==> config.mk <==
export PLATFORM = sky130hd
export DESIGN_NAME = dns_query_message_builder
export DESIGN_NICKNAME = d
export VERILOG_FILES = /design/src/rtl/dqmb_pkg.sv /design/src/rtl/dqmb_ctrl.sv /design/src/rtl/dqmb_datapath.sv /design/src/rtl/dns_query_message_builder.sv
export SDC_FILE = /design/constraint.sdc
export NUM_CORES = 1
export LEC_CHECK = 0
export BUFFER_PORTS_ARGS = -buffer_cell sky130_fd_sc_hd__buf_2
export CAP_MARGIN = 20
export CORE_UTILIZATION = 45
export DETAILED_ROUTE_END_ITERATION = 12
export SLEW_MARGIN = 5
export SYNTH_ARGS = -nofsm -noshare
export SYNTH_HDL_FRONTEND = slang
export SYNTH_SLANG_ARGS = --single-unit
==> constraint.sdc <==
create_clock -name i_clk -period 2.8 [get_ports i_clk]
set_input_delay 0.56 -clock i_clk [delete_from_list [all_inputs] [get_ports i_clk]]
set_output_delay 0.56 -clock i_clk [all_outputs]
set_load 0.005 [all_outputs]
==> src/rtl/dqmb_pkg.sv <==
`timescale 1ns / 1ps
// ----------------------------------------------------------------------------
// dqmb_pkg
// Shared constants, codes and controller/datapath interface types for the
// query message builder.
// ----------------------------------------------------------------------------
package dqmb_pkg;

    localparam int BYTE_W    = 8;
    localparam int MAX_LABEL = 32;                   // 1 .. 63
    localparam int LABEL_AW  = (MAX_LABEL > 1) ? $clog2(MAX_LABEL) : 1;
    localparam int FILL_W    = $clog2(MAX_LABEL + 1);

    localparam int HDR_LEN   = 12;
    localparam int TRL_LEN   = 5;                    // terminator, type, class
    localparam int CNT_W     = 4;

    localparam int CFG_W     = 16;
    localparam int CFG_IDX_W = 2;

    // register indexes
    localparam logic [CFG_IDX_W-1:0] CFG_QUERY_ID       = 2'd0;
    localparam logic [CFG_IDX_W-1:0] CFG_HEADER_FLAGS   = 2'd1;
    localparam logic [CFG_IDX_W-1:0] CFG_QUESTION_TYPE  = 2'd2;
    localparam logic [CFG_IDX_W-1:0] CFG_QUESTION_CLASS = 2'd3;

    localparam logic [CFG_W-1:0] RST_QUERY_ID       = 16'h08BB;
    localparam logic [CFG_W-1:0] RST_HEADER_FLAGS   = 16'h0100;
    localparam logic [CFG_W-1:0] RST_QUESTION_TYPE  = 16'h0001;
    localparam logic [CFG_W-1:0] RST_QUESTION_CLASS = 16'h0001;

    localparam logic [BYTE_W-1:0] DOT_CHAR = 8'h2E;

    // output byte source select
    localparam logic [1:0] SRC_HDR  = 2'd0;
    localparam logic [1:0] SRC_LEN  = 2'd1;
    localparam logic [1:0] SRC_CHAR = 2'd2;
    localparam logic [1:0] SRC_TRL  = 2'd3;

    typedef struct packed {
        logic             in_ready;
        logic             accept;
        logic             emit;
        logic [1:0]       src;
        logic [CNT_W-1:0] cnt;
        logic             last;
        logic             hdr_set;
        logic             idx_clr;
        logic             idx_inc;
        logic             fill_clr;
        logic             msg_clr;
    } t_cmd;

    typedef struct packed {
        logic out_free;
        logic header_done;
        logic fill_nz;
        logic idx_last;
        logic in_dot;
        logic in_fin;
    } t_stat;

endpackage

==> src/rtl/dqmb_ctrl.sv <==
`timescale 1ns / 1ps
// ----------------------------------------------------------------------------
// dqmb_ctrl
// Sequencer: walks header, label flush and trailer, one byte per cycle
// whenever the output register can take one.
// ----------------------------------------------------------------------------
module dqmb_ctrl (
    input  logic           i_clk,
    input  logic           i_rst_n,
    input  logic           i_in_valid,
    input  dqmb_pkg::t_stat i_stat,
    output dqmb_pkg::t_cmd  o_cmd
);
    import dqmb_pkg::*;

    localparam logic [2:0] S_IDLE  = 3'd0;
    localparam logic [2:0] S_HDR   = 3'd1;
    localparam logic [2:0] S_LEN   = 3'd2;
    localparam logic [2:0] S_CHARS = 3'd3;
    localparam logic [2:0] S_TRL   = 3'd4;

    logic [2:0]       r_state, n_state;
    logic [CNT_W-1:0] r_cnt, n_cnt;
    logic             r_dot, n_dot;
    logic             r_fin, n_fin;
    t_cmd             cmd;

    // where to go once the header is out (or was already out)
    function automatic logic [2:0] after_hdr(input logic dot, input logic fin,
                                             input logic fill_nz);
        logic [2:0] s;
        if (!fin) begin
            s = dot ? S_LEN : S_IDLE;
        end else begin
            s = (!dot || fill_nz) ? S_LEN : S_TRL;
        end
        return s;
    endfunction

    always_comb begin
        n_state = r_state;
        n_cnt   = r_cnt;
        n_dot   = r_dot;
        n_fin   = r_fin;
        cmd     = '0;
        cmd.cnt = r_cnt;
        unique case (r_state)
            S_IDLE: begin
                cmd.in_ready = 1'b1;
                cmd.accept   = i_in_valid;
                if (i_in_valid) begin
                    n_dot = i_stat.in_dot;
                    n_fin = i_stat.in_fin;
                    n_cnt = '0;
                    if (!i_stat.header_done) begin
                        n_state = S_HDR;
                    end else begin
                        n_state = after_hdr(i_stat.in_dot, i_stat.in_fin,
                                            i_stat.fill_nz);
                    end
                end
            end
            S_HDR: begin
                cmd.src  = SRC_HDR;
                cmd.emit = i_stat.out_free;
                if (cmd.emit) begin
                    if (r_cnt == CNT_W'(HDR_LEN - 1)) begin
                        cmd.hdr_set = 1'b1;
                        n_cnt       = '0;
                        n_state     = after_hdr(r_dot, r_fin, i_stat.fill_nz);
                    end else begin
                        n_cnt = r_cnt + 1'b1;
                    end
                end
            end
            S_LEN: begin
                cmd.src  = SRC_LEN;
                cmd.emit = i_stat.out_free;
                if (cmd.emit) begin
                    n_cnt = '0;
                    if (i_stat.fill_nz) begin
                        cmd.idx_clr = 1'b1;
                        n_state     = S_CHARS;
                    end else begin
                        n_state = r_fin ? S_TRL : S_IDLE;
                    end
                end
            end
            S_CHARS: begin
                cmd.src  = SRC_CHAR;
                cmd.emit = i_stat.out_free;
                if (cmd.emit) begin
                    cmd.idx_inc = 1'b1;
                    if (i_stat.idx_last) begin
                        cmd.fill_clr = 1'b1;
                        n_cnt        = '0;
                        n_state      = r_fin ? S_TRL : S_IDLE;
                    end
                end
            end
            S_TRL: begin
                cmd.src  = SRC_TRL;
                cmd.last = (r_cnt == CNT_W'(TRL_LEN - 1));
                cmd.emit = i_stat.out_free;
                if (cmd.emit) begin
                    if (cmd.last) begin
                        cmd.msg_clr = 1'b1;
                        n_cnt       = '0;
                        n_state     = S_IDLE;
                    end else begin
                        n_cnt = r_cnt + 1'b1;
                    end
                end
            end
            default: begin
                n_state = S_IDLE;
            end
        endcase
    end

    always_ff @(posedge i_clk) begin
        if (!i_rst_n) begin
            r_state <= S_IDLE;
            r_cnt   <= '0;
            r_dot   <= 1'b0;
            r_fin   <= 1'b0;
        end else begin
            r_state <= n_state;
            r_cnt   <= n_cnt;
            r_dot   <= n_dot;
            r_fin   <= n_fin;
        end
    end

    assign o_cmd = cmd;

endmodule

==> src/rtl/dqmb_datapath.sv <==
`timescale 1ns / 1ps
// ----------------------------------------------------------------------------
// dqmb_datapath
// Config registers, label buffer, message state flags and the output register.
// ----------------------------------------------------------------------------
module dqmb_datapath (
    input  logic                              i_clk,
    input  logic                              i_rst_n,
    input  logic                              i_cfg_we,
    input  logic [dqmb_pkg::CFG_IDX_W-1:0]    i_cfg_idx,
    input  logic [dqmb_pkg::CFG_W-1:0]        i_cfg_data,
    input  logic [dqmb_pkg::BYTE_W-1:0]       i_char,
    input  logic                              i_final,
    input  logic                              i_out_ready,
    input  dqmb_pkg::t_cmd                    i_cmd,
    output dqmb_pkg::t_stat                   o_stat,
    output logic                              o_out_valid,
    output logic [dqmb_pkg::BYTE_W-1:0]       o_out_byte,
    output logic                              o_out_last,
    output logic                              o_out_ovf
);
    import dqmb_pkg::*;

    // header byte positions
    localparam logic [CNT_W-1:0] HB_ID_HI = 4'd0;
    localparam logic [CNT_W-1:0] HB_ID_LO = 4'd1;
    localparam logic [CNT_W-1:0] HB_FL_HI = 4'd2;
    localparam logic [CNT_W-1:0] HB_FL_LO = 4'd3;
    localparam logic [CNT_W-1:0] HB_QD_LO = 4'd5;
    // trailer byte positions (position 0 is the root terminator)
    localparam logic [CNT_W-1:0] TB_QT_HI = 4'd1;
    localparam logic [CNT_W-1:0] TB_QT_LO = 4'd2;
    localparam logic [CNT_W-1:0] TB_QC_HI = 4'd3;
    localparam logic [CNT_W-1:0] TB_QC_LO = 4'd4;

    logic [CFG_W-1:0]  r_query_id, r_hdr_flags, r_qtype, r_qclass;
    logic [BYTE_W-1:0] r_label_mem [MAX_LABEL];
    logic [BYTE_W-1:0] r_rd_data;
    logic [FILL_W-1:0] r_fill;
    logic [FILL_W-1:0] r_idx;
    logic              r_hdr_done;
    logic              r_ovf;
    logic              r_out_valid;
    logic [BYTE_W-1:0] r_out_byte;
    logic              r_out_last;
    logic              r_out_ovf;

    logic              in_dot;
    logic              fill_full;
    logic              store;
    logic [FILL_W-1:0] idx_next;
    logic [FILL_W-1:0] rd_idx;
    logic [BYTE_W-1:0] hdr_byte;
    logic [BYTE_W-1:0] trl_byte;
    logic [BYTE_W-1:0] n_byte;
    logic              out_free;

    assign in_dot    = (i_char == DOT_CHAR);
    assign fill_full = (r_fill == FILL_W'(MAX_LABEL));
    assign store     = i_cmd.accept && !in_dot && !fill_full;
    assign idx_next  = r_idx + 1'b1;
    assign out_free  = !r_out_valid || i_out_ready;

    // read address runs one ahead of the emit so data is ready when needed
    always_comb begin
        priority if (i_cmd.idx_clr) begin
            rd_idx = '0;
        end else if (i_cmd.idx_inc) begin
            rd_idx = idx_next;
        end else begin
            rd_idx = r_idx;
        end
    end

    always_comb begin
        unique case (i_cmd.cnt)
            HB_ID_HI: hdr_byte = r_query_id[15:8];
            HB_ID_LO: hdr_byte = r_query_id[7:0];
            HB_FL_HI: hdr_byte = r_hdr_flags[15:8];
            HB_FL_LO: hdr_byte = r_hdr_flags[7:0];
            HB_QD_LO: hdr_byte = 8'h01;           // question count = 1
            default:  hdr_byte = '0;
        endcase
    end

    always_comb begin
        unique case (i_cmd.cnt)
            TB_QT_HI: trl_byte = r_qtype[15:8];
            TB_QT_LO: trl_byte = r_qtype[7:0];
            TB_QC_HI: trl_byte = r_qclass[15:8];
            TB_QC_LO: trl_byte = r_qclass[7:0];
            default:  trl_byte = '0;
        endcase
    end

    always_comb begin
        unique case (i_cmd.src)
            SRC_HDR:  n_byte = hdr_byte;
            SRC_LEN:  n_byte = BYTE_W'(r_fill);
            SRC_CHAR: n_byte = r_rd_data;
            SRC_TRL:  n_byte = trl_byte;
            default:  n_byte = '0;
        endcase
    end

    // label buffer
    always_ff @(posedge i_clk) begin
        if (store) begin
            r_label_mem[r_fill[LABEL_AW-1:0]] <= i_char;
        end
        r_rd_data <= r_label_mem[rd_idx[LABEL_AW-1:0]];
    end

    always_ff @(posedge i_clk) begin
        if (!i_rst_n) begin
            r_query_id  <= RST_QUERY_ID;
            r_hdr_flags <= RST_HEADER_FLAGS;
            r_qtype     <= RST_QUESTION_TYPE;
            r_qclass    <= RST_QUESTION_CLASS;
        end else if (i_cfg_we) begin
            unique case (i_cfg_idx)
                CFG_QUERY_ID:       r_query_id  <= i_cfg_data;
                CFG_HEADER_FLAGS:   r_hdr_flags <= i_cfg_data;
                CFG_QUESTION_TYPE:  r_qtype     <= i_cfg_data;
                CFG_QUESTION_CLASS: r_qclass    <= i_cfg_data;
                default: ;
            endcase
        end
    end

    always_ff @(posedge i_clk) begin
        if (!i_rst_n) begin
            r_fill     <= '0;
            r_idx      <= '0;
            r_hdr_done <= 1'b0;
            r_ovf      <= 1'b0;
        end else begin
            if (store) begin
                r_fill <= r_fill + 1'b1;
            end else if (i_cmd.fill_clr || i_cmd.msg_clr) begin
                r_fill <= '0;
            end
            if (i_cmd.accept && !in_dot && fill_full) begin
                r_ovf <= 1'b1;
            end else if (i_cmd.msg_clr) begin
                r_ovf <= 1'b0;
            end
            if (i_cmd.hdr_set) begin
                r_hdr_done <= 1'b1;
            end else if (i_cmd.msg_clr) begin
                r_hdr_done <= 1'b0;
            end
            r_idx <= rd_idx;
        end
    end

    // output register
    always_ff @(posedge i_clk) begin
        if (!i_rst_n) begin
            r_out_valid <= 1'b0;
        end else if (i_cmd.emit) begin
            r_out_valid <= 1'b1;
        end else if (i_out_ready) begin
            r_out_valid <= 1'b0;
        end
    end

    always_ff @(posedge i_clk) begin
        if (i_cmd.emit) begin
            r_out_byte <= n_byte;
            r_out_last <= i_cmd.last;
            r_out_ovf  <= r_ovf;
        end
    end

    assign o_stat.out_free    = out_free;
    assign o_stat.header_done = r_hdr_done;
    assign o_stat.fill_nz     = (r_fill != '0);
    assign o_stat.idx_last    = (idx_next == r_fill);
    assign o_stat.in_dot      = in_dot;
    assign o_stat.in_fin      = i_final;

    assign o_out_valid = r_out_valid;
    assign o_out_byte  = r_out_byte;
    assign o_out_last  = r_out_last;
    assign o_out_ovf   = r_out_ovf;

endmodule

==> src/rtl/dns_query_message_builder.sv <==
`timescale 1ns / 1ps
// ----------------------------------------------------------------------------
// dns_query_message_builder
// Builds a DNS query message byte by byte from a dotted hostname stream.
// ----------------------------------------------------------------------------
// Hostname characters come in on the slave stream, one per transfer, with
// tlast on the final character. The first character of a name produces the
// 12-byte header (id, flags, one question, zero counts). Characters are
// buffered in a MAX_LABEL-byte label buffer; a dot, or the final character,
// flushes the label as a length byte plus its characters. After the last
// label come the zero terminator, the query type and the query class (high
// byte first), with tlast on the final class byte. Characters past
// MAX_LABEL in one label are dropped and tuser stays high on every byte of
// that message from then on. A dot or final character starts the flush of
// the label, a length byte and then its characters (a final dot with
// nothing buffered skips the flush); the header goes out before it on the
// first character of a name and the trailer after it on the final one.
// One byte leaves the output register per cycle while the downstream side
// takes it, and the input is not taken while the sequencer still has bytes
// to send. A config write may be made only while no message is in
// progress.
// ----------------------------------------------------------------------------
module dns_query_message_builder (
    input  logic                           i_clk,
    input  logic                           i_rst_n,
    // config write port
    input  logic                           i_cfg_we,
    input  logic [dqmb_pkg::CFG_IDX_W-1:0] i_cfg_idx,
    input  logic [dqmb_pkg::CFG_W-1:0]     i_cfg_data,
    // hostname character stream
    input  logic                           s_axis_tvalid,
    output logic                           s_axis_tready,
    input  logic [7:0]                     s_axis_tdata,  // [7:0] name_char
    input  logic                           s_axis_tlast,  // final_char
    // message byte stream
    output logic                           m_axis_tvalid,
    input  logic                           m_axis_tready,
    output logic [7:0]                     m_axis_tdata,  // [7:0] out_byte
    output logic                           m_axis_tlast,  // message_end
    output logic                           m_axis_tuser   // [0] label_overflow
);
    import dqmb_pkg::*;

    t_cmd  cmd;
    t_stat stat;

    dqmb_ctrl u_ctrl (
        .i_clk      (i_clk),
        .i_rst_n    (i_rst_n),
        .i_in_valid (s_axis_tvalid),
        .i_stat     (stat),
        .o_cmd      (cmd)
    );

    dqmb_datapath u_datapath (
        .i_clk       (i_clk),
        .i_rst_n     (i_rst_n),
        .i_cfg_we    (i_cfg_we),
        .i_cfg_idx   (i_cfg_idx),
        .i_cfg_data  (i_cfg_data),
        .i_char      (s_axis_tdata),
        .i_final     (s_axis_tlast),
        .i_out_ready (m_axis_tready),
        .i_cmd       (cmd),
        .o_stat      (stat),
        .o_out_valid (m_axis_tvalid),
        .o_out_byte  (m_axis_tdata),
        .o_out_last  (m_axis_tlast),
        .o_out_ovf   (m_axis_tuser)
    );

    assign s_axis_tready = cmd.in_ready;

    // a byte is only pushed when the output register has room
    a_emit_room: assert property (@(posedge i_clk) disable iff (!i_rst_n)
        cmd.emit |-> stat.out_free)
        else $error("byte pushed into a full output register");

    // no new character while bytes of the previous one are being produced
    a_accept_quiet: assert property (@(posedge i_clk) disable iff (!i_rst_n)
        cmd.accept |-> !cmd.emit)
        else $error("character taken while output sequence busy");

    // end of message returns the builder to its start-of-name state
    a_msg_reset: assert property (@(posedge i_clk) disable iff (!i_rst_n)
        (cmd.emit && cmd.last) |=> (!stat.header_done && !stat.fill_nz))
        else $error("message state not cleared after final byte");

    // the end of a message is only ever flagged on a trailer byte
    a_last_flag: assert property (@(posedge i_clk) disable iff (!i_rst_n)
        (cmd.emit && cmd.last) |-> (cmd.src == SRC_TRL))
        else $error("message end flagged outside the trailer");

endmodule
==> impl_metrics.csv, run 1 <==
group,metric,value,unit
place,postPlaceCellArea,0.0170,mm^2
global_route,grt_overflow_total,0,
routing,drt_wl_total,41800,um
floorplanning,die_w,188,um
cells_and_area,final_nets,1472,
clock_network,clkTransAtPathRegs,0.06,ns
clock_network,cts_tree,"done",
sta,maxSlewHeadroom,38.3,%
clock_network,htreeDepth,2,
routing,vias,11100,
floorplanning,initial_core_util,46.2,%
critical_path,cp_max_fo,10,
synth,synthMuxAreaShare,2.69,%
synth,synthTopCellsByArea,"edfxtp_1, dfxtp_1, nand2_1, a21oi_1, mux2i_1",
synth,syn_nets,1362,
sta,rsz0062_at_grt,"true",
outcome,status,"completed",
routing,antenna_left,0,
synth,synth.avg_cell_area,11.8,um^2
synth,syn_area,0.0156,mm^2
power,ir_drop,0.000558,V
synth,yosysTopAreaCell,"edfxtp_1",
synth,synth-simple-area-share,14.8,%
critical_path,end_kind,"register",
floorplanning,die_h,188,um
synth,synth_top_family_by_area,"simple AND/OR/NAND/NOR gates",
synth,synth-compound-area-share,14.4,%
synth,async_reset_ff_share,0,%
synth,synth_top_area_share,51.2,%
synth,synthFlopType,"edfxtp_1",
routing,first_pass_iters,6,
sta,slew_viol_final,0,
flow_run,maxCapViolCount,0,
sta,finalHoldViolations,0,
critical_path,crit_top_cell,"buf_4",
place,dp_hpwl,27700,um
cells_and_area,area_delta_synth_final,18.8,%
sta,max_slew.worst_pin.slew,0.923,ns
cells_and_area,drive_gt1_share,19.7,%
sta,hold_slack,0.299,ns
synth,ys_seq_area_share,63.5,%
sta,setup_slack,0.0616,ns
floorplanning,fp.dieArea,0.0354,mm^2
routing,vias_per_cell,5.83,
critical_path,cpPeakStageDelay,0.38,ns
clock_network,root_buffer,"clkbuf_16",
min_path,hold_path.class,"in -> reg",
critical_path,cp.required,3.21,ns
sta,fin_crit_sh,97.8,%
routing,wire_per_inst,21.9,um
synth,yosys_warnings,0,
sta,period_needed,2.74,ns
synth,synth_edf_count,266,
synth,ys_types,78,
place,routabilityCongestion,0.884,
critical_path,arrival,3.15,ns
cells_and_area,finalInstanceArea,0.0185,mm^2
critical_path,slowest_stage,"or3b_1",
floorplanning,fp.coreArea,0.0338,mm^2
global_route,grt_antenna_before_repair,2,
power,powerDensity,746,mW/mm^2
routing,drcViolationCount,0,
place,post-place-ws,-0.246,ns
critical_path,startpoint_type,"register",
place,io_buffers,43,
sta,fin_worst_skew,0.0113,ns
place,placed_cells,1832,
synth,synth_fa_ha_area_share,0.722,%
clock_network,cts.sinks,362,
clock_network,clk_latency,0.53,ns
critical_path,crit_chain,"inv_1 > ha_4 > or3b_1 > buf_4 > o2111ai_4 > nand2_4 > buf_4 > o22a_1 > o211a_1 > nor4_2 > nor3_1",
power,p_leak,6.42,nW
sta,max_freq,0.365,GHz
critical_path,critPathBufInv,3,
sta,setup_viol,0,
global_route,grt.total_usage,23.7,%
clock_network,ctsHoldBuffers,0,
floorplanning,io_pins,44,
cells_and_area,final_cells,1912,
synth,synth_xor_area_share,0.617,%
synth,synth-seq-cells,362,
floorplanning,placementRows,67,
clock_network,numCtsBuffers,40,
synth,synthCells,1321,
routing,drt-initial-drc-count,901,
cells_and_area,n_fill_cell,2852,
global_route,grt_max_degree,61,
critical_path,critPathKind,"reg -> reg",
global_route,grt_first_pass_wirelength,64000,um
clock_network,cts_buffer_depth,3,
critical_path,cp_top_family,"simple AND/OR/NAND/NOR gates",
global_route,grt_pass1_vias,10900,
-- worst paths after layout --
path,endpoint,slack [ns],depth (start not counted),startpoint
hold reg to reg,u_datapath.o_out_ovf,0.44,0,u_datapath.r_ovf
setup / recovery,u_datapath.r_rd_data[1],0.06,11,u_datapath.r_fill[0]
setup reg to reg,u_datapath.r_rd_data[1],0.06,11,u_datapath.r_fill[0]
hold / removal,u_datapath.r_query_id[5],0.30,3,i_cfg_data[5]
-- metrics by stage --
| step | utilization, % | power (mW) | TNS [ns] |
|---|---|---|---|
| after CTS | 54.3 | 13.8 | 0 |
| after detailed placement | 50.2 | 8.50 | -0.398 |
| final | 54.9 | 13.8 | 0 |
| after global placement | 50.2 | 8.48 | -0.129 |
| after floorplan | - | 7.45 | 0 |
| after global routing | 54.9 | 14.3 | -0.192 |
-- repair_timing --
action                     CTS  global route
buffers inserted             0             3
setup endpoints to repair    5           150
pin swaps                    0             5
cloned                       0             1
resized for setup            9            32
-- where the power goes --
| group | switching (mW) | leakage [nW] | internal [mW] |
|---|---|---|---|
| Combinational | 1.40 | 2.59 | 0.932 |
| Sequential | 0.150 | 3.19 | 6.02 |
| Clock | 2.11 | 0.652 | 3.21 |
| Total | 3.66 | 6.42 | 10.2 |
-- cells in the final DEF (no fill, tap or decap), types with 7 or more instances in the layout --
cell         n
a31o_2       8
nor2_1      53
o211ai_1    14
buf_2       43
o21ai_0     34
and2_1       8
o2111ai_1   14
clkbuf_16   43
nand2_1    190
nor3_1      62
buf_4      103
or3_1       18
mux2i_1     42
dfxtp_1     94
a221oi_1    15
a311oi_1     9
clkinv_1     9
a311oi_2     8
edfxtp_1   266
nand3_1     56
ha_1         8
nor2b_1      7
a22o_1       7
clkinv_2     7
o22a_1       9
clkbuf_1     9
o211a_1      8
and3_1      20
buf_12      14
a211oi_1    16
a22oi_1     26
a21oi_1     93
o22ai_1     11
-- flip-flops by register name, summed over array words and instances, names as in the netlist, 3 cells and up --
signal                  count
u_datapath.r_label_mem    256
u_datapath.r_hdr_flags     16
u_datapath.r_qclass        16
u_datapath.r_qtype         16
u_datapath.r_query_id      16
u_datapath.o_out_byte       8
u_datapath.r_rd_data        8
u_datapath.r_fill           6
u_datapath.r_idx            6
u_ctrl.r_cnt                4
u_ctrl.r_state              3
-- logic make-up after synthesis --
kind of cell               after synthesis
AOI/OAI and AO/OA                      320
DFF                                    362
and+or+nand+nor                        475
adders and majority gates                9
xor gates and xnor gates                11
buffers and inverters                  102
muxes                                   42
-- final cells by class --
| type | count | area [um^2] | area share (%) |
|---|---|---|---|
| clock inverters | 23 | 244 | 1.32 |
| repair buffers | 163 | 1310 | 7.07 |
| multi-input cells | 857 | 5390 | 29.1 |
| clock buffers | 51 | 1080 | 5.85 |
| diodes | 1 | 2.50 | 0.0135 |
| flip-flops and latches | 362 | 9910 | 53.5 |
| inverters | 7 | 26.3 | 0.142 |
| well taps | 448 | 561 | 3.02 |
-- synth_stat cells, drive strengths merged, types with 9 or more instances --
master,number
o22ai,12
o21ai,40
nor3b,11
o211ai,15
or3,19
o2111ai,15
dfxtp,96
nor2,58
a21oi,95
a22oi,26
nand3,57
edfxtp,266
mux2i,42
o22a,9
a311oi,17
and3,20
a221oi,15
o211a,9
buf,44
ha,9
nor4,10
clkbuf,51
a211oi,17
nor3,67
nand2,192
-- worst register-to-register path: stages (launching register included) --
cell and delay, ns:
dfxtp_1 0.31, inv_1 0.11, ha_4 0.18, or3b_1 0.38
buf_4 0.16, o2111ai_4 0.23, nand2_4 0.14, buf_4 0.22
o22a_1 0.22, o211a_1 0.24, nor4_2 0.31, nor3_1 0.10
-- layer usage --
metal	share of wire (%)	vias up	GRT usage [%]
met5	0	-	0
met4	2.8	0	8.35
met3	6.6	78	3.95
met2	47	367	37.8
met1	43	5449	32.6
li1	-	5248	-
Note: power is estimated with default switching activity, not from simulation.
==> run 2: changes to the inputs <==
==> constraint.sdc (replaced) <==
create_clock -name i_clk -period 2.85 [get_ports i_clk]
set_input_delay 0.57 -clock i_clk [delete_from_list [all_inputs] [get_ports i_clk]]
set_output_delay 0.57 -clock i_clk [all_outputs]
set_load 0.005 [all_outputs]
==> run 2 against run 1 <==
Net effect:
- combinational power decreased by 5%
- highest routed layer unchanged
- routed wire length is 3.3% higher
- critical path type unchanged
- non-clock buffer count rose by 1
- sequential cell count did not move
- critical endpoint unchanged
- sequential share of layout area about the same
- register-to-register slack better by 0.04 ns
- clock power up 4.1%
- largest power group unchanged
==> impl_metrics.csv, run 2 (synthesized netlist as in run 1, its figures left out) <==
group,metric,value,unit
power,powerDensity,745,mW/mm^2
global_route,grt_max_degree,61,
sta,maxSlewHeadroom,41.2,%
floorplanning,die_h,188,um
clock_network,clkTransAtPathRegs,0.06,ns
power,p_clk_share,40.0,%
cells_and_area,finalInstanceArea,0.0185,mm^2
sta,setup_viol,0,
place,dp_hpwl,28800,um
critical_path,cp_top_family,"simple AND/OR/NAND/NOR gates",
routing,drt_wl_total,43200,um
sta,hold_slack,0.315,ns
place,io_buffers,43,
clock_network,clk_latency,0.54,ns
routing,antenna_left,0,
cells_and_area,num_antenna_cells,0,
clock_network,root_buffer,"clkbuf_16",
routing,vias_per_cell,5.92,
floorplanning,io_pins,44,
critical_path,slowest_stage,"nor4_1",
global_route,grt_pass1_vias,11000,
cells_and_area,final_core_util,54.9,%
cells_and_area,layout_common_cells,"edfxtp_1, nand2_1, buf_4",
critical_path,ff2ff_path_depth,9,
sta,max_freq,0.363,GHz
clock_network,cts_tree,"done",
global_route,grt_busiest_layer,"met2",
power,power.switching,3.61,mW
clock_network,cts_buffer_depth,3,
global_route,grt_use_met2,37.9,%
critical_path,cp.depth,9,
cells_and_area,area_delta_synth_final,18.8,%
global_route,grt_first_pass_wirelength,66000,um
global_route,grt.total_usage,24.4,%
critical_path,r2r-end,"u_datapath.r_rd_data[1]",
sta,max_slew.worst_pin.slew,0.878,ns
critical_path,arrival,3.15,ns
sta,finalHoldViolations,0,
power,power.internal,10.2,mW
cells_and_area,mostFrequentLayoutCell,"edfxtp_1",
floorplanning,fp.dieArea,0.0354,mm^2
floorplanning,initial_core_util,46.2,%
routing,drcViolationCount,0,
critical_path,cp.required,3.25,ns
power,swShare,26.1,%
floorplanning,placementRows,67,
critical_path,critPathLaunch,"u_datapath.r_idx[1]",
critical_path,crit_chain,"ha_1 > nand4b_4 > or3_1 > buf_12 > and3_1 > a211oi_1 > nor3b_1 > nor4_1 > nor3_1",
clock_network,htreeDepth,2,
critical_path,critPathBufInv,1,
place,postPlaceCellArea,0.0169,mm^2
flow_run,maxCapViolCount,0,
outcome,status,"completed",
critical_path,cpPeakStageDelay,0.47,ns
global_route,use_met3,3.91,%
sta,period_needed,2.75,ns
global_route,met1_usage,35.3,%
sta,setup-tns-final,0,ns
place,routabilityCongestion,0.884,
cells_and_area,drive_gt1_share,19.7,%
sta,slew_viol_final,0,
cells_and_area,final_nets,1473,
global_route,grt_antenna_before_repair,1,
routing,first_pass_iters,5,
power,p_leak,6.45,nW
global_route,grt_overflow_total,0,
critical_path,critPathKind,"reg -> reg",
place,placed_cells,1835,
sta,setup_slack,0.0977,ns
floorplanning,die_w,188,um
critical_path,end_kind,"register",
cells_and_area,largest_register_ffs,256,
sta,fin_worst_skew,0.0153,ns
power,ir_drop,0.000438,V
critical_path,cp_max_fo,26,
critical_path,r2r-start,"u_datapath.r_idx[1]",
sta,fin_crit_sh,96.6,%
min_path,hold_path.class,"in -> reg",
place,post-place-ws,-0.0621,ns
power,pwr-share-comb,16.1,%
power,seq_power_share,43.9,%
routing,drt-initial-drc-count,1205,
clock_network,numCtsBuffers,40,
routing,wire_per_inst,22.6,um
cells_and_area,final_cells,1912,
power,power.total,13.8,mW
floorplanning,fp.coreArea,0.0338,mm^2
critical_path,regToRegSetupSlack,0.1,ns
clock_network,cts.sinks,362,
critical_path,crit_path_end,"u_datapath.r_rd_data[1]",
critical_path,startpoint_type,"register",
routing,vias,11300,
==> run 2: area by class of cell <==
class / count / area (um^2)
Timing Repair Buffer: 164 / 1250
Multi-Input combinational cell: 857 / 5360
Inverter: 7 / 26.3
Tap cell: 448 / 561
Fill cell: 2845 / 15200
Clock buffer: 56 / 1180
Sequential cell: 362 / 9910
Clock inverter: 18 / 259
==> run 2: worst min path at each step <==
stage | start | end | depth (start not counted)
floorplan | u_datapath.r_ovf | u_datapath.o_out_ovf | 0
global placement | u_datapath.r_ovf | u_datapath.o_out_ovf | 0
detailed placement | u_datapath.r_ovf | u_datapath.o_out_ovf | 0
CTS | i_cfg_data[5] | u_datapath.r_query_id[5] | 3
global route | i_cfg_data[15] | u_datapath.r_hdr_flags[15] | 3
finish | i_cfg_data[5] | u_datapath.r_query_id[5] | 3
==> run 2: power by group through the flow <==
stage	Combinational [mW]	Clock [mW]	Sequential [mW]
global placement	2.13	0	6.16
global route	2.39	5.81	6.08
CTS	2.16	5.61	6.05
finish	2.22	5.53	6.06
floorplan	1.21	0	6.11
detailed placement	2.14	0	6.16
==> run 2: routing by layer <==
| metal | vias to the layer above | part of all wire [%] |
|---|---|---|
| li1 | 5241 | - |
| met1 | 5546 | 44 |
| met2 | 456 | 46 |
| met3 | 71 | 7.2 |
| met4 | 0 | 2.5 |
| met5 | - | 0 |
==> run 2: worst reg2reg max path: stages (launching register included) <==
cell and delay (ns):
dfxtp_1 0.41, ha_1 0.26, nand4b_4 0.19, or3_1 0.40
buf_12 0.18, and3_1 0.19, a211oi_1 0.29, nor3b_1 0.13
nor4_1 0.47, nor3_1 0.10
==> run 2: timing repair <==
action	CTS	global route
pin swaps	0	4
endpoints found under the setup margin	5	8
resized for setup	6	28
hold buffers	0	0
setup buffers	0	2
==> run 3: changes to the inputs <==
--- a/config.mk
+++ b/config.mk
@@ -5,6 +5,7 @@
 export SDC_FILE = /design/constraint.sdc
 export NUM_CORES = 1
 export LEC_CHECK = 0
+export ABC_AREA = 1
 export BUFFER_PORTS_ARGS = -buffer_cell sky130_fd_sc_hd__buf_2
 export CAP_MARGIN = 20
 export CORE_UTILIZATION = 45
==> run 3 against run 2 <==
Net effect:
- critical path depth is 4 higher
- utilization fell by 2.9 points
- highest routed layer unchanged
- clock power shrank 10%
- non-clock buffer count fell by 53
- sequential share of layout area increased by 0.099 points
==> impl_metrics.csv, run 3 <==
group,metric,value,unit
floorplanning,io_pins,44,
routing,drcViolationCount,0,
synth,synth_edf_count,266,
cells_and_area,final_cells,2258,
synth,syn_area,0.0163,mm^2
floorplanning,initial_core_util,45.7,%
min_path,min_to,"u_datapath.r_hdr_flags[8]",
floorplanning,die_h,192,um
routing,drt_wl_total,43300,um
global_route,grt_max_degree,57,
critical_path,cp.required,3.26,ns
global_route,grt_overflow_total,0,
routing,vias,12200,
clock_network,ctsHoldBuffers,0,
sta,setup-tns-final,0,ns
synth,synthCells,1697,
global_route,grt_pass1_vias,11500,
routing,vias_per_cell,5.41,
synth,synth.most_common_cell,"nand3_1",
sta,slew_viol_final,0,
clock_network,numCtsBuffers,40,
synth,syn_nets,1738,
critical_path,ff2ff_path_depth,13,
cells_and_area,n_fill_cell,3263,
power,power.total,15.4,mW
routing,drt-initial-drc-count,1019,
routing,wire_per_inst,19.2,um
clock_network,cts_tree,"done",
critical_path,critPathKind,"reg -> reg",
min_path,holdPathStages,3,
clock_network,cts_buffer_depth,3,
critical_path,r2r-start,"u_datapath.r_fill[0]",
place,routabilityCongestion,0.907,
clock_network,htreeDepth,2,
clock_network,cts_resized,0,
critical_path,cp_max_fo,11,
critical_path,r2r-end,"u_datapath.r_rd_data[3]",
place,placed_cells,2184,
synth,yosysTopAreaCell,"edfxtp_1",
floorplanning,placementRows,69,
synth,async_reset_ff_share,0,%
cells_and_area,final_nets,1806,
cells_and_area,layout_common_cells,"nand3_1, nand2_1, edfxtp_1",
sta,finalHoldViolations,0,
synth,synth-seq-cells,362,
sta,rsz0062_at_grt,"false",
sta,hold_slack,0.300,ns
sta,fin_worst_skew,0.0324,ns
power,p_leak,7.40,nW
cells_and_area,drive_gt1_share,11.5,%
clock_network,clkTransAtPathRegs,0.07,ns
synth,yosys_warnings,0,
synth,synthFlopType,"edfxtp_1",
synth,ys_types,39,
place,dp_hpwl,28100,um
synth,synth.avg_cell_area,9.59,um^2
power,powerDensity,835,mW/mm^2
cells_and_area,final_core_util,52.0,%
sta,setup_viol,0,
sta,fin_crit_sh,90.0,%
sta,max_freq,0.390,GHz
critical_path,critPathLaunch,"u_datapath.r_fill[0]",
floorplanning,fp.coreArea,0.0356,mm^2
critical_path,arrival,2.98,ns
clock_network,root_buffer,"clkbuf_16",
floorplanning,fp.dieArea,0.0369,mm^2
clock_network,cts_setup_buffers,0,
synth,ys_seq_area_share,60.9,%
synth,synth_top_area_share,49.1,%
routing,first_pass_iters,7,
min_path,hold_path.class,"in -> reg",
critical_path,regToRegSetupSlack,0.28,ns
global_route,grt.total_usage,23.8,%
global_route,grt_first_pass_wirelength,66100,um
clock_network,clk_latency,0.54,ns
flow_run,maxCapViolCount,0,
cells_and_area,largest_register_ffs,256,
cells_and_area,area_delta_synth_final,13.7,%
cells_and_area,mostFrequentLayoutCell,"nand3_1",
sta,max_slew.worst_pin.slew,0.949,ns
power,ir_drop,0.000753,V
critical_path,startpoint_type,"register",
sta,maxSlewHeadroom,36.5,%
critical_path,end_kind,"register",
place,io_buffers,43,
min_path,min-delay-start,"i_cfg_data[8]",
routing,antenna_left,0,
global_route,grt_antenna_before_repair,0,
sta,period_needed,2.57,ns
floorplanning,die_w,192,um
synth,synthTopCellsByArea,"edfxtp_1, dfxtp_1, nand3_1, nand2_1, inv_1",
synth,yosys-top-cells-count,"nand3_1, nand2_1, edfxtp_1, inv_1, nor2_1",
clock_network,cts.sinks,362,
cells_and_area,num_antenna_cells,0,
outcome,status,"completed",
run 3: changes by cell type in the layout (fill, tap and decap cells not counted), sizes merged, moves of 52 or more:
| cell | change |
|---|---|
| nand3 | +267 |
| inv | +202 |
| nor2 | +105 |
| nand2 | +99 |
| nand3b | +73 |
| nor3 | -63 |
| a21oi | -59 |
| buf | -52 |
run 3: worst max path at each step:
stage                                          to  slack (ns)
floorplan           u_datapath.r_label_mem[15][0]        0.70
global placement          u_datapath.r_rd_data[7]        0.26
detailed placement        u_datapath.r_rd_data[3]        0.22
CTS                       u_datapath.r_rd_data[3]        0.25
global route              u_datapath.r_rd_data[3]        0.07
finish                    u_datapath.r_rd_data[3]        0.28
run 3: routing by layer:
metal,GRT usage [%],up-vias,routed length [um]
li1,-,5889,-
met1,32.4,5877,19000
met4,8.75,0,1390
met3,3.44,80,2490
met5,0,-,0
met2,38.5,376,20400
run 3: power breakdown:
group          switching (mW)  leakage, nW  internal, mW  total, mW
logic                    2.93         3.58          1.34       4.27
clock network            2.08        0.634          2.89       4.97
registers               0.170         3.19          6.03       6.20
total                    5.18         7.40          10.3       15.4
run 3: cell families (layout without fill, tap and decap cells):
group           Yosys count  in the layout  share of synthesized area (%)
fa+ha+maj                 9              9                          0.692
xor+xnor                  8              8                          0.431
buf+inv                 296            396                           7.57
compound gates          146            146                           5.13
flops                   362            362                           60.9
simple gates            876            876                           25.3
run 3: per-stage QoR:
stage | cell area, um^2 | worst slack [ns]
6_report | 18500 | 0.285
5_1_grt | 18500 | 0.0650
4_1_cts | 18500 | 0.254
3_5_place_dp | 17200 | 0.221
3_3_place_gp | 17200 | 0.262
2_1_floorplan | 16300 | 0.700
run 3: area by class of cell:
| class | instances | area (um^2) | share of cell area, % |
|---|---|---|---|
| well taps | 461 | 577 | 3.12 |
| inverters | 211 | 792 | 4.28 |
| multi-input cells | 1039 | 5140 | 27.8 |
| clock buffers | 58 | 1180 | 6.38 |
| repair buffers | 111 | 801 | 4.33 |
| flip-flops and latches | 362 | 9910 | 53.6 |
| clock inverters | 16 | 101 | 0.548 |
run 3: critical path, stage by stage, from the launching register on:
cell and delay, ns:
dfxtp_1 0.33, inv_1 0.09, ha_1 0.27, nand3_1 0.24, nand2_1 0.13, nor2_2 0.30, nor2_2 0.13, inv_2 0.22
buf_4 0.22, nand3_1 0.13, nand3_1 0.12, nand2_1 0.08, nand2_1 0.09, nand2_1 0.07
